--- config.mk ---
export PLATFORM = sky130hd
export DESIGN_NAME = register_list_stack_engine
export DESIGN_NICKNAME = d
export VERILOG_FILES = /design/src/sv/rlse_pkg.sv /design/src/sv/rlse_ram.sv /design/src/sv/register_list_stack_engine.sv
export SDC_FILE = /design/constraint.sdc
export NUM_CORES = 2
export LEC_CHECK = 0
export ABC_AREA = 0
export BUFFER_PORTS_ARGS = -buffer_cell sky130_fd_sc_hd__buf_2
export CORE_ASPECT_RATIO = 1.4
export CORE_MARGIN = 2
export CORE_UTILIZATION = 60
export CTS_CLUSTER_DIAMETER = 100
export DETAILED_ROUTE_END_ITERATION = 12
export PLACE_DENSITY = 0.87
export SLEW_MARGIN = 20
export SYNTH_ARGS = -nofsm -noshare
export SYNTH_HDL_FRONTEND = slang
export SYNTH_SLANG_ARGS = --single-unit
--- constraint.sdc ---
create_clock -name clk -period 12.2 [get_ports clk]
set_clock_uncertainty 0.15 [all_clocks]
set_input_delay 0 -clock clk [delete_from_list [all_inputs] [get_ports clk]]
set_output_delay 0 -clock clk [all_outputs]
set_load 0.005 [all_outputs]
--- src/sv/rlse_pkg.sv ---
// ----------------------------------------------------------------------------
// rlse_pkg
// Shared types, codes and helpers for the register list stack engine.
// ----------------------------------------------------------------------------
package rlse_pkg;

  // Default sizes
  localparam int STACK_WORDS_DEF = 64;
  localparam int REG_COUNT_DEF   = 16;

  // Register 13 is the stack pointer
  localparam logic [3:0] SP_REG = 4'd13;

  // Registers a push or pop list may not name
  localparam logic [15:0] PUSH_FORBIDDEN = 16'h9F00;
  localparam logic [15:0] POP_FORBIDDEN  = 16'h5F00;

  // Stack pointer limit for the pre-decrement
  localparam logic [31:0] SP_LIMIT = 32'd255;

  // Operation codes
  typedef enum logic [2:0] {
    OP_WRITE = 3'd0,
    OP_READ  = 3'd1,
    OP_PUSH  = 3'd2,
    OP_POP   = 3'd3,
    OP_IPUSH = 3'd4,
    OP_IPOP  = 3'd5
  } op_t;

  // Sequencer states
  typedef enum logic [1:0] {
    ST_IDLE,
    ST_SETUP,
    ST_SCAN,
    ST_FINISH
  } state_t;

  // Number of set bits in a 16-bit register list
  function automatic logic [4:0] popcount16(input logic [15:0] m);
    logic [2:0] n0;
    logic [2:0] n1;
    logic [2:0] n2;
    logic [2:0] n3;
    n0 = 3'(m[0])  + 3'(m[1])  + 3'(m[2])  + 3'(m[3]);
    n1 = 3'(m[4])  + 3'(m[5])  + 3'(m[6])  + 3'(m[7]);
    n2 = 3'(m[8])  + 3'(m[9])  + 3'(m[10]) + 3'(m[11]);
    n3 = 3'(m[12]) + 3'(m[13]) + 3'(m[14]) + 3'(m[15]);
    return 5'(n0) + 5'(n1) + 5'(n2) + 5'(n3);
  endfunction

endpackage

--- src/sv/rlse_ram.sv ---
// ----------------------------------------------------------------------------
// rlse_ram
// Generic single-write, single-read RAM with a registered read port.
// ----------------------------------------------------------------------------
module rlse_ram #(
  parameter int WIDTH = 32,
  parameter int DEPTH = 64
) (
  input  logic                     clk,
  input  logic                     we,
  input  logic [$clog2(DEPTH)-1:0] waddr,
  input  logic [WIDTH-1:0]         wdata,
  input  logic                     re,
  input  logic [$clog2(DEPTH)-1:0] raddr,
  output logic [WIDTH-1:0]         rdata
);

  logic [WIDTH-1:0] mem [DEPTH];

  // Write port
  always_ff @(posedge clk) begin
    if (we) begin
      mem[waddr] <= wdata;
    end
  end

  // Registered read, held when not enabled
  always_ff @(posedge clk) begin
    if (re) begin
      rdata <= mem[raddr];
    end
  end

endmodule

--- src/sv/register_list_stack_engine.sv ---
// Sequence: setup, then for list operations a scan over the listed registers
//   (plus the flags word for the interrupt forms), then finish, which registers the result.
// A new transaction is taken only in idle, once the last result is registered;
//   during the scan each memory moves one word per cycle through its single write port.
// Reset: control state clears; register file reads zero and stack memory
//   reads all ones through per-entry valid bits, with no clearing pass.
// ----------------------------------------------------------------------------
// register_list_stack_engine
// Register file plus word stack with list push/pop and interrupt frames.
// ----------------------------------------------------------------------------
module register_list_stack_engine #(
  parameter int STACK_WORDS = rlse_pkg::STACK_WORDS_DEF,
  parameter int REG_COUNT   = rlse_pkg::REG_COUNT_DEF
) (
  input  logic        clk,
  input  logic        rst,
  // item channel
  input  logic        item_valid,
  output logic        item_stall,
  input  logic [2:0]  operation,
  input  logic [3:0]  reg_index,
  input  logic [31:0] reg_value,
  input  logic [15:0] reg_mask,
  input  logic [3:0]  flags_in,
  // result channel
  output logic        result_valid,
  input  logic        result_stall,
  output logic [31:0] read_value,
  output logic [31:0] stack_pointer,
  output logic [3:0]  flags_out,
  output logic        flags_valid,
  output logic        list_rejected,
  output logic        address_fault
);

  localparam int SW_AW   = $clog2(STACK_WORDS);
  localparam int RF_AW   = $clog2(REG_COUNT);
  localparam int SW_LAST = STACK_WORDS - 2;

  rlse_pkg::state_t state, state_next;

  // Captured transaction
  rlse_pkg::op_t op_q;
  logic [3:0]    ri_q;
  logic [31:0]   val_q;
  logic [15:0]   mask_q;
  logic [3:0]    fin_q;
  logic [6:0]    delta_q;
  logic          is_store;
  logic          is_irq;

  // Working state
  logic [31:0]   sp;
  logic [7:0]    addr;
  logic          rej_q;
  logic          fault_q;
  logic [3:0]    fout_q;
  logic          fval_q;
  logic          flag_done;
  logic          rd_valid_q;
  logic [REG_COUNT-1:0]   rf_vld;
  logic [STACK_WORDS-1:0] st_vld;

  // Second stage: memory read in flight, write back next cycle
  logic             s1_valid;
  logic             s1_ok;
  logic             s1_flag;
  logic [3:0]       s1_reg;
  logic [SW_AW-1:0] s1_widx;
  logic             s1_rvalid;

  // Memory ports
  logic             rf_we, rf_re;
  logic [RF_AW-1:0] rf_waddr, rf_raddr;
  logic [31:0]      rf_wdata, rf_rdata;
  logic             st_we, st_re;
  logic [31:0]      st_wdata, st_rdata;

  // Control strobes
  logic        accept;
  logic        fin_go;
  logic        setup_rej;
  logic        setup_dec;
  logic        is_list;
  logic        iss_any, iss_flag, iss;
  logic [3:0]  iss_reg;
  logic        in_range;
  logic [7:0]  wtmp;
  logic [SW_AW-1:0] widx;
  logic        ld;
  logic [31:0] ld_data;
  logic [31:0] sp_final;
  logic [31:0] rd_final;

  rlse_ram #(.WIDTH(32), .DEPTH(REG_COUNT)) u_rf (
    .clk   (clk),
    .we    (rf_we),
    .waddr (rf_waddr),
    .wdata (rf_wdata),
    .re    (rf_re),
    .raddr (rf_raddr),
    .rdata (rf_rdata)
  );

  rlse_ram #(.WIDTH(32), .DEPTH(STACK_WORDS)) u_stack (
    .clk   (clk),
    .we    (st_we),
    .waddr (s1_widx),
    .wdata (st_wdata),
    .re    (st_re),
    .raddr (widx),
    .rdata (st_rdata)
  );

  // Lowest listed register and word index of the current address
  always_comb begin
    iss_reg = 4'd0;
    for (int i = 15; i >= 0; i--) begin
      if (mask_q[i]) begin
        iss_reg = 4'(i);
      end
    end
    in_range = {2'b00, addr[7:2]} <= 8'(SW_LAST);
    wtmp     = 8'(SW_LAST) - {2'b00, addr[7:2]};
    widx     = wtmp[SW_AW-1:0];
  end

  // Decode of the captured operation
  always_comb begin
    setup_rej = 1'b0;
    setup_dec = 1'b0;
    is_list   = 1'b0;
    unique case (op_q)
      rlse_pkg::OP_PUSH: begin
        setup_rej = |(mask_q & rlse_pkg::PUSH_FORBIDDEN);
        setup_dec = sp >= rlse_pkg::SP_LIMIT;
        is_list   = 1'b1;
      end
      rlse_pkg::OP_POP: begin
        setup_rej = |(mask_q & rlse_pkg::POP_FORBIDDEN);
        is_list   = 1'b1;
      end
      rlse_pkg::OP_IPUSH: begin
        setup_dec = sp > rlse_pkg::SP_LIMIT;
        is_list   = 1'b1;
      end
      rlse_pkg::OP_IPOP: begin
        is_list   = 1'b1;
      end
      default: begin
      end
    endcase
  end

  // Final stack pointer and read result
  always_comb begin
    sp_final = sp;
    if (!rej_q) begin
      case (op_q) inside
        rlse_pkg::OP_PUSH, rlse_pkg::OP_IPUSH: sp_final = sp - {25'd0, delta_q};
        rlse_pkg::OP_POP, rlse_pkg::OP_IPOP:   sp_final = sp + {25'd0, delta_q};
        default:                               sp_final = sp;
      endcase
    end
    rd_final = 32'd0;
    if (op_q == rlse_pkg::OP_READ) begin
      if (ri_q == rlse_pkg::SP_REG) begin
        rd_final = sp;
      end else if (rd_valid_q) begin
        rd_final = rf_rdata;
      end
    end
  end

  // Next state
  always_comb begin
    state_next = state;
    unique case (state)
      rlse_pkg::ST_IDLE:   if (accept) state_next = rlse_pkg::ST_SETUP;
      rlse_pkg::ST_SETUP:  state_next = (is_list && !setup_rej) ? rlse_pkg::ST_SCAN
                                                                : rlse_pkg::ST_FINISH;
      rlse_pkg::ST_SCAN:   if (!iss) state_next = rlse_pkg::ST_FINISH;
      rlse_pkg::ST_FINISH: if (fin_go) state_next = rlse_pkg::ST_IDLE;
      default:             state_next = rlse_pkg::ST_IDLE;
    endcase
  end

  // Outputs of the sequencer and memory port control
  always_comb begin
    item_stall = (state != rlse_pkg::ST_IDLE);
    accept     = item_valid && (state == rlse_pkg::ST_IDLE);
    fin_go     = (state == rlse_pkg::ST_FINISH) && (!result_valid || !result_stall);

    iss_any  = |mask_q;
    iss_flag = !iss_any && is_irq && !flag_done;
    iss      = (state == rlse_pkg::ST_SCAN) && (iss_any || iss_flag);

    // register file: read for a register read or a store, write on a register write or a load
    rf_re    = ((state == rlse_pkg::ST_SETUP) && (op_q == rlse_pkg::OP_READ)) ||
               (iss && is_store && iss_any);
    rf_raddr = (state == rlse_pkg::ST_SETUP) ? ri_q[RF_AW-1:0] : iss_reg[RF_AW-1:0];

    ld       = s1_valid && s1_ok && !is_store;
    ld_data  = s1_rvalid ? st_rdata : '1;

    rf_we    = ((state == rlse_pkg::ST_SETUP) && (op_q == rlse_pkg::OP_WRITE)) ||
               (ld && !s1_flag);
    rf_waddr = (state == rlse_pkg::ST_SETUP) ? ri_q[RF_AW-1:0] : s1_reg[RF_AW-1:0];
    rf_wdata = (state == rlse_pkg::ST_SETUP) ? val_q : ld_data;

    // stack memory
    st_re    = iss && !is_store && in_range;
    st_we    = s1_valid && s1_ok && is_store;
    if (s1_flag) begin
      st_wdata = {28'd0, fin_q};
    end else if (s1_reg == rlse_pkg::SP_REG) begin
      st_wdata = sp;
    end else begin
      st_wdata = s1_rvalid ? rf_rdata : 32'd0;
    end
  end

  // Control registers
  always_ff @(posedge clk) begin
    if (rst) begin
      state        <= rlse_pkg::ST_IDLE;
      result_valid <= 1'b0;
      sp           <= 32'd0;
      rf_vld       <= '0;
      st_vld       <= '0;
      s1_valid     <= 1'b0;
      flag_done    <= 1'b0;
    end else begin
      state    <= state_next;
      s1_valid <= iss;

      if (accept) begin
        flag_done <= 1'b0;
      end else if (iss && !iss_any) begin
        flag_done <= 1'b1;
      end

      // Stack pointer: setup, r13 load, final adjust
      if (state == rlse_pkg::ST_SETUP) begin
        if (op_q == rlse_pkg::OP_WRITE && ri_q == rlse_pkg::SP_REG) begin
          sp <= val_q;
        end else if (setup_dec && !setup_rej) begin
          sp <= sp - 32'd1;
        end
      end else if (ld && !s1_flag && s1_reg == rlse_pkg::SP_REG) begin
        sp <= ld_data;
      end else if (fin_go) begin
        sp <= sp_final;
      end

      if (rf_we) begin
        rf_vld[rf_waddr] <= 1'b1;
      end
      if (st_we) begin
        st_vld[s1_widx] <= 1'b1;
      end

      if (fin_go) begin
        result_valid <= 1'b1;
      end else if (!result_stall) begin
        result_valid <= 1'b0;
      end
    end
  end

  // Transaction capture, address walk and payload registers
  always_ff @(posedge clk) begin
    if (accept) begin
      op_q     <= rlse_pkg::op_t'(operation);
      ri_q     <= reg_index;
      val_q    <= reg_value;
      mask_q   <= reg_mask;
      fin_q    <= flags_in;
      is_store <= (operation == rlse_pkg::OP_PUSH) || (operation == rlse_pkg::OP_IPUSH);
      is_irq   <= (operation == rlse_pkg::OP_IPUSH) || (operation == rlse_pkg::OP_IPOP);
      delta_q  <= {rlse_pkg::popcount16(reg_mask), 2'b00} +
                  (((operation == rlse_pkg::OP_IPUSH) || (operation == rlse_pkg::OP_IPOP))
                   ? 7'd4 : 7'd0);
      rej_q    <= 1'b0;
      fault_q  <= 1'b0;
      fout_q   <= 4'd0;
      fval_q   <= 1'b0;
    end

    // Setup: rejection, start address, register read valid
    if (state == rlse_pkg::ST_SETUP) begin
      rej_q      <= setup_rej;
      rd_valid_q <= rf_vld[ri_q[RF_AW-1:0]];
      if (op_q == rlse_pkg::OP_PUSH || op_q == rlse_pkg::OP_IPUSH) begin
        addr <= sp[7:0] - {7'd0, setup_dec} - {1'b0, delta_q};
      end else begin
        addr <= sp[7:0];
      end
    end

    // Issue one list element or the flags word
    if (iss) begin
      addr      <= addr + 8'd4;
      s1_ok     <= in_range;
      s1_flag   <= !iss_any;
      s1_reg    <= iss_reg;
      s1_widx   <= widx;
      s1_rvalid <= is_store ? rf_vld[iss_reg[RF_AW-1:0]]
                            : (in_range && st_vld[widx]);
      if (iss_any) begin
        mask_q <= mask_q & (mask_q - 16'd1);
      end
      if (!in_range) begin
        fault_q <= 1'b1;
      end
    end

    // Restored flags
    if (ld && s1_flag) begin
      fout_q <= ld_data[3:0];
      fval_q <= 1'b1;
    end

    // Result register
    if (fin_go) begin
      read_value    <= rd_final;
      stack_pointer <= sp_final;
      flags_out     <= fout_q;
      flags_valid   <= fval_q;
      list_rejected <= rej_q;
      address_fault <= fault_q;
    end
  end

  // Checks
  a_s1_from_scan: assert property (@(posedge clk) disable iff (rst)
    s1_valid |-> $past(state) == rlse_pkg::ST_SCAN)
    else $error("stage one busy outside of list scan");

  a_accept_setup: assert property (@(posedge clk) disable iff (rst)
    item_valid && !item_stall |=> state == rlse_pkg::ST_SETUP)
    else $error("accepted transaction did not enter setup");

  a_flags_ipop: assert property (@(posedge clk) disable iff (rst)
    (state != rlse_pkg::ST_IDLE) && fval_q |-> op_q == rlse_pkg::OP_IPOP)
    else $error("flags restored outside interrupt pop");

  a_rej_no_fault: assert property (@(posedge clk) disable iff (rst)
    result_valid |-> !(list_rejected && address_fault))
    else $error("rejected list reported an address fault");

  a_no_write_rejected: assert property (@(posedge clk) disable iff (rst)
    (state == rlse_pkg::ST_FINISH) && rej_q |-> !st_we && !rf_we)
    else $error("memory written for a rejected list");

endmodule

After elaboration in Yosys (flattened, before gate mapping)

Memories as Yosys holds them, arrays and structs flattened. A register that Yosys moved wholly into a read port is not among the register bits.
Cells that the tools add are included.

Input port bits: 63
Register bits: 285
Bits in writable memories: 2560
Memories: 2

Memory list:

| name        | words | bits a word | read ports | clocked after Yosys merged registers in | write ports | RTL line       | RTL |
|---|---|---|---|---|---|---|---|
| u_stack.mem | 64    | 32          | 1          | 1                                       | 1           | rlse_ram.sv:18 | `logic [WIDTH-1:0] mem [DEPTH];` |
| u_rf.mem    | 16    | 32          | 1          | 1                                       | 1           | rlse_ram.sv:18 |  |

Mux-type cells: 72
Bitwise operators: 3
$add $sub $neg: 24
Reduce and logical (&&, ||, !) cells: 54
Equal/unequal tests: 18
Order comparisons: 10

Operator list:

| cell                                                                              | count |
|---|---|
| 32-bit 2-to-1 mux                                                                 | 15 |
| 4-bit 2-to-1 mux                                                                  | 20 |
| 64-bit OR                                                                         | 1 |
| 16-bit 2-to-1 mux                                                                 | 3 |
| 32-bit by 7-bit adder with 32-bit output                                          | 1 |
| 32-bit by 8-bit >= comparator with 1-bit output (second input constant)           | 1 |
| 32-bit by 8-bit greater-than comparator with 1-bit output (second input constant) | 1 |
| 32-bit by 1-bit subtractor with 32-bit output (second input constant)             | 1 |
| 32-bit by 7-bit subtractor with 32-bit output                                     | 1 |
| 1-bit logical AND                                                                 | 24 |
| 8-bit 2-to-1 mux                                                                  | 3 |
| 1-bit 2-to-1 mux                                                                  | 19 |
| 16-bit AND                                                                        | 1 |
| 16-bit OR                                                                         | 1 |
| 16-bit OR reduction                                                               | 1 |
| 16-bit by 1-bit subtractor with 16-bit output (second input constant)             | 1 |
| 4-bit by 5-bit < comparator with 1-bit output (second input constant)             | 3 |
| 6-bit by 7-bit < comparator with 1-bit output (second input constant)             | 2 |
| 2-bit by 1-bit adder with 3-bit output                                            | 4 |
| 3-bit by 1-bit adder with 3-bit output                                            | 4 |
| 3-bit equality test (second input constant)                                       | 4 |
| 6-bit OR reduction                                                                | 2 |
| 3-bit by 2-bit equality test with 1-bit output (second input constant)            | 3 |
| 1-bit by 1-bit adder with 2-bit output                                            | 4 |
| other kinds (36)                                                                  | 61 |

Longest topological paths before layout

Depth after elaboration: 19
Gate-level depth with buffers: 15
Mapped depth without buffers: 12

By module

Synthesis repeated with hierarchy kept, for this count alone.

Cell total of the unflattened synthesis: 5983
Area total of the unflattened synthesis: 115049.1 um2

Modules (own cells, without submodules):

| module                     | area each (um2) | instances | cells an instance |
|---|---|---|---|
| rlse_ram at u_stack        | 78835.6         | 1         | 3324 |
| rlse_ram at u_rf           | 20155.6         | 1         | 838 |
| register_list_stack_engine | 16057.9         | 1         | 1821 |

Worst setup path before layout

No wires, ideal clock.

Path type: register -> register
Start point: reg state[1]
End point: reg sp[13]
Buffers on the path: 0
Required time: 11.987 ns
Arrival time: 7.371 ns
Stages on the path, launching flop included: 8
Clock period less this slack: 7.584 ns
Slack: 4.616 ns
Cell sequence: dfxtp_1 ha_1 a21boi_0 nor3_1 nor3_1 or4b_2 mux2i_1 nand3b_1

Longest elaborated chain between the ends: 4
Elaborated cells between the ends (all ways): 7

RTL lines:

| what                          | RTL line                          | RTL |
|---|---|---|
| start, declared               | register_list_stack_engine.sv:40  | `rlse_pkg::state_t state, state_next;` |
| start signal, assigned        | register_list_stack_engine.sv:226 | `state <= rlse_pkg::ST_IDLE;` |
| start signal, assigned        | register_list_stack_engine.sv:234 | `state <= state_next;` |
| 2-bit equality test           | register_list_stack_engine.sv:192 | `fin_go = (state == rlse_pkg::ST_FINISH) && (!result_valid \|\| !result_stall);` |
| 1-bit logical AND             | register_list_stack_engine.sv:192 |  |
| named net fin_go              | register_list_stack_engine.sv:81  | `logic fin_go;` |
| 3-bit nonzero test (no line)  | --                                |  |
| 2-bit AND reduction (no line) | --                                |  |
| end signal, assigned          | register_list_stack_engine.sv:246 | `sp <= val_q;` |
| end signal, assigned          | register_list_stack_engine.sv:248 | `sp <= sp - 32'd1;` |
| end signal, assigned          | register_list_stack_engine.sv:251 | `sp <= ld_data;` |
| end, declared                 | register_list_stack_engine.sv:53  | `logic [31:0] sp;` |

The timed path passes the listed nets, and every way through them passes these cells.
A chain may end at the register's enable or synchronous reset.

Worst setup path in the final report

Start point: reg addr[2]
End point: reg s1_rvalid, data pin

Longest elaborated chain between the ends: 5
Elaborated cells between the ends (all ways): 6

RTL lines:

| what                                      | RTL line                          | RTL |
|---|---|---|
| start, declared                           | register_list_stack_engine.sv:54  | `logic [7:0] addr;` |
| start signal, assigned                    | register_list_stack_engine.sv:295 | `addr <= sp[7:0] - {7'd0, setup_dec} - {1'b0, delta_q};` |
| start signal, assigned                    | register_list_stack_engine.sv:297 | `addr <= sp[7:0];` |
| start signal, assigned                    | register_list_stack_engine.sv:303 | `addr <= addr + 8'd4;` |
| 6-bit subtractor                          | register_list_stack_engine.sv:124 | `wtmp = 8'(SW_LAST) - {2'b00, addr[7:2]};` |
| 1-bit binary-select mux with 6-bit select | register_list_stack_engine.sv:309 | `: (in_range && st_vld[widx]);` |
| 1-bit 2-to-1 mux (implied by the code)    | register_list_stack_engine.sv:309 |  |
| 1-bit logical AND (*)                     | register_list_stack_engine.sv:309 |  |
| 1-bit 2-to-1 mux (*)                      | register_list_stack_engine.sv:308 | `s1_rvalid <= is_store ? rf_vld[iss_reg[RF_AW-1:0]]` |
| end signal, assigned                      | register_list_stack_engine.sv:308 |  |
| end, declared                             | register_list_stack_engine.sv:70  | `logic s1_rvalid;` |

Mark *: on every way between the ends. The rest lies on a longest branch, timed or not. The select of a mux whose other input is x is not followed.

==> flow_summary.ini <==
[detailed_routing]
post_drt_wl_per_cell_um = 44.0
first_pass_iters = 9
vias = 69114
drt-initial-drc-count = 14043
drtAntennaViolNets = 0
via_per_inst = 7.84
totalWireLength_um = 388000
drcViolationCount = 0

[logic_synthesis]
synth_top_area_share_pct = 72.2
syn_inst = 5731
synth_common_cells = edfxtp_1 (2770), mux4_2 (757), nand2_1 (242)
ys_warn_count = 0
synth_fp_nets = 5841
synth-async-reset-ratio_pct = 0
synth_top_cells_by_area = edfxtp_1 (72%), mux4_2 (15%), dfxtp_1 (2.3%), nand2_1 (0.79%), mux2i_1 (0.77%)
synth_ff_type = edfxtp_1
yosysUniqueCellTypes = 94
synth.most_common_cell = edfxtp_1
synth_largest_area_cell = edfxtp_1
syn_area_um2 = 115000
ys_ff_latch = 2905
avgSynthCellArea_um2 = 20.1
yosysSeqAreaShare_pct = 74.5
synth-edff-count = 2770

[pwr]
power_density_nw_per_um2 = 269
power_leakage_uw = 0.0417
ir_drop_mv = 0.327

[global_routing]
antenna_found_initial = 40
overflow = 0
grt.total_usage_pct = 39.8
grt_pass1_wl_um = 536000
grt_pass1_vias = 67481
grt_max_degree = 149

[floorplanning]
ios = 136
die_area_um2 = 196000
rows = 190
fp.dieW_um = 374
die_h_um = 523
core_um2 = 191000
initial_core_util_pct = 60.3

[clock_network]
cts.sinks = 2905
clk_latency_ns = 0.98
cts-htree-levels = 4
clk_pin_slew_ns = 0.08
cts-root-buf = clkbuf_16
numCtsBuffers = 249
cts_tree = built
post_cts_buffers = 0
cts_buffer_depth = 4

[layout]
area_growth_pct = 12.7
multi_input_area_um2 = 28700
drive_above_1_share_pct = 26.3
final_nets = 6211
top_register = u_stack.mem
largest_register_ffs = 2048
instances_no_fill = 8820
reg.largest.list = u_stack.mem x2048, u_rf.mem x512, st_vld x64
fillCellCount = 10816
fin_area_um2 = 130000
register_area_um2 = 85900

[placement]
placed_cell_area_um2 = 120000
dp_worst_setup_slack_ns = 5.70
hpwl_um = 195000
place_inst = 8220
place.gp.congestion = 1.02
io_buffers = 135

[timing]
hold_slack_ns = 0.0249
fin_ws_ns = 5.34
tns_ns = 0
fmax_mhz = 146
drv_slew = 0
finalCritPeriodShare_pct = 56.2
tightestPinTransition_ns = 1.18
period_minus_slack_ns = 6.86
hold_violations = 0
max_slew_margin_pct = 20.9
setup_viol = 0
grt_setup_unrepaired = false

[critical_path]
worstSetupPathType = reg -> reg
worstPathRequired_ns = 12.84
arrival_ns = 7.50
startpoint_type = register
critPathMaxFanout = 38
worstSetupEndpointType = register

[worst_hold_path]
hp-class = in -> reg

[outcome]
outcome = finished clean

[job]
drv_cap = 0
[area by class of cell]
type | instances | area share (%)
Antenna cell | 19 | 0.0366
Clock buffer | 309 | 5.13
Clock inverter | 146 | 1.22
Inverter | 76 | 0.220
Multi-Input combinational cell | 2400 | 22.1
Sequential cell | 2905 | 66.1
Tap cell | 2496 | 2.40
Timing Repair Buffer | 469 | 2.76
[routing by layer]
metal  vias to the layer above  global-route usage [%]  routed length [µm]
met5                         -                       0                 182
met4                        26                    30.0               39400
met3                      2312                    12.8               57500
met2                      8518                    62.5              181000
met1                     33850                    46.0              110000
li1                      24408                       -                   -
[cells in the final DEF (no fill, tap or decap), types with 36 or more instances in the layout]
cell and n:
clkbuf_1 45, nor2_4 80, buf_2 135, clkinv_2 44
inv_1 71, dlygate4sd3_1 126, a21oi_1 82, nor2_1 124
a211o_1 39, mux2i_1 89, buf_4 200, o21a_1 70
a31oi_1 68, a211oi_1 45, o21ai_0 97, mux4_2 757
dfxtp_1 135, and2_1 36, a22o_1 45, nand3_1 100
nand2_1 241, edfxtp_1 2770, clkbuf_16 254
[worst max-delay path, cell delays in order (launching register included)]
cell and delay [ns]:
edfxtp_1 0.84, buf_4 0.80, ha_1 0.45, xor2_4 0.73, buf_4 0.72, buf_4 0.76
mux2i_1 0.21, mux4_2 0.55, nor2b_1 0.21, a2111oi_0 0.96, a41oi_1 0.13, o21ai_0 0.19
[where the power goes]
part           internal (µW)  leakage (µW)  switching [µW]
combinational           5270        0.0112            8820
sequential             12000        0.0264             436
clock                   4520       0.00404            3850
[path summary, 6_finish.rpt]
kind                            slack [ns]         from            to  cells past startpoint
worst min-delay path                  0.02  reg_mask[2]    delta_q[2]                      4
worst max register to register        5.34      addr[2]     s1_rvalid                     11
worst max-delay path                  5.34      addr[2]     s1_rvalid                     11
worst min register to register        0.27    fout_q[1]  flags_out[1]                      0
[logic make-up (layout without fill, tap and decap cells)]
family,after synthesis,after routing,synth area share [%]
AO/OA/AOI/OAI,646,646,3.84
multiplexers,866,866,15.8
other,0,19,0
adder cells (fa/ha/maj),47,47,0.588
XOR/XNOR,57,57,0.440
buffers and inverters,426,1000,1.57
AND/OR/NAND/NOR,784,784,3.25
flip-flops,2905,2905,74.5
[stage by stage]
step,power (µW),util (%)
final,34900,68.0
after global routing,35300,67.9
after CTS,33900,67.9
after detailed placement,25400,62.9
after global placement,24900,62.9
after floorplan,21000,-
[timing repair]
action / in CTS / in global routing
resized for setup: 0 / 0
hold buffers: 126 / 0
setup endpoints to repair: 0 / 0
endpoints found under the hold margin: 180 / 0
No activity file was read; power rests on OpenSTA's default activity.
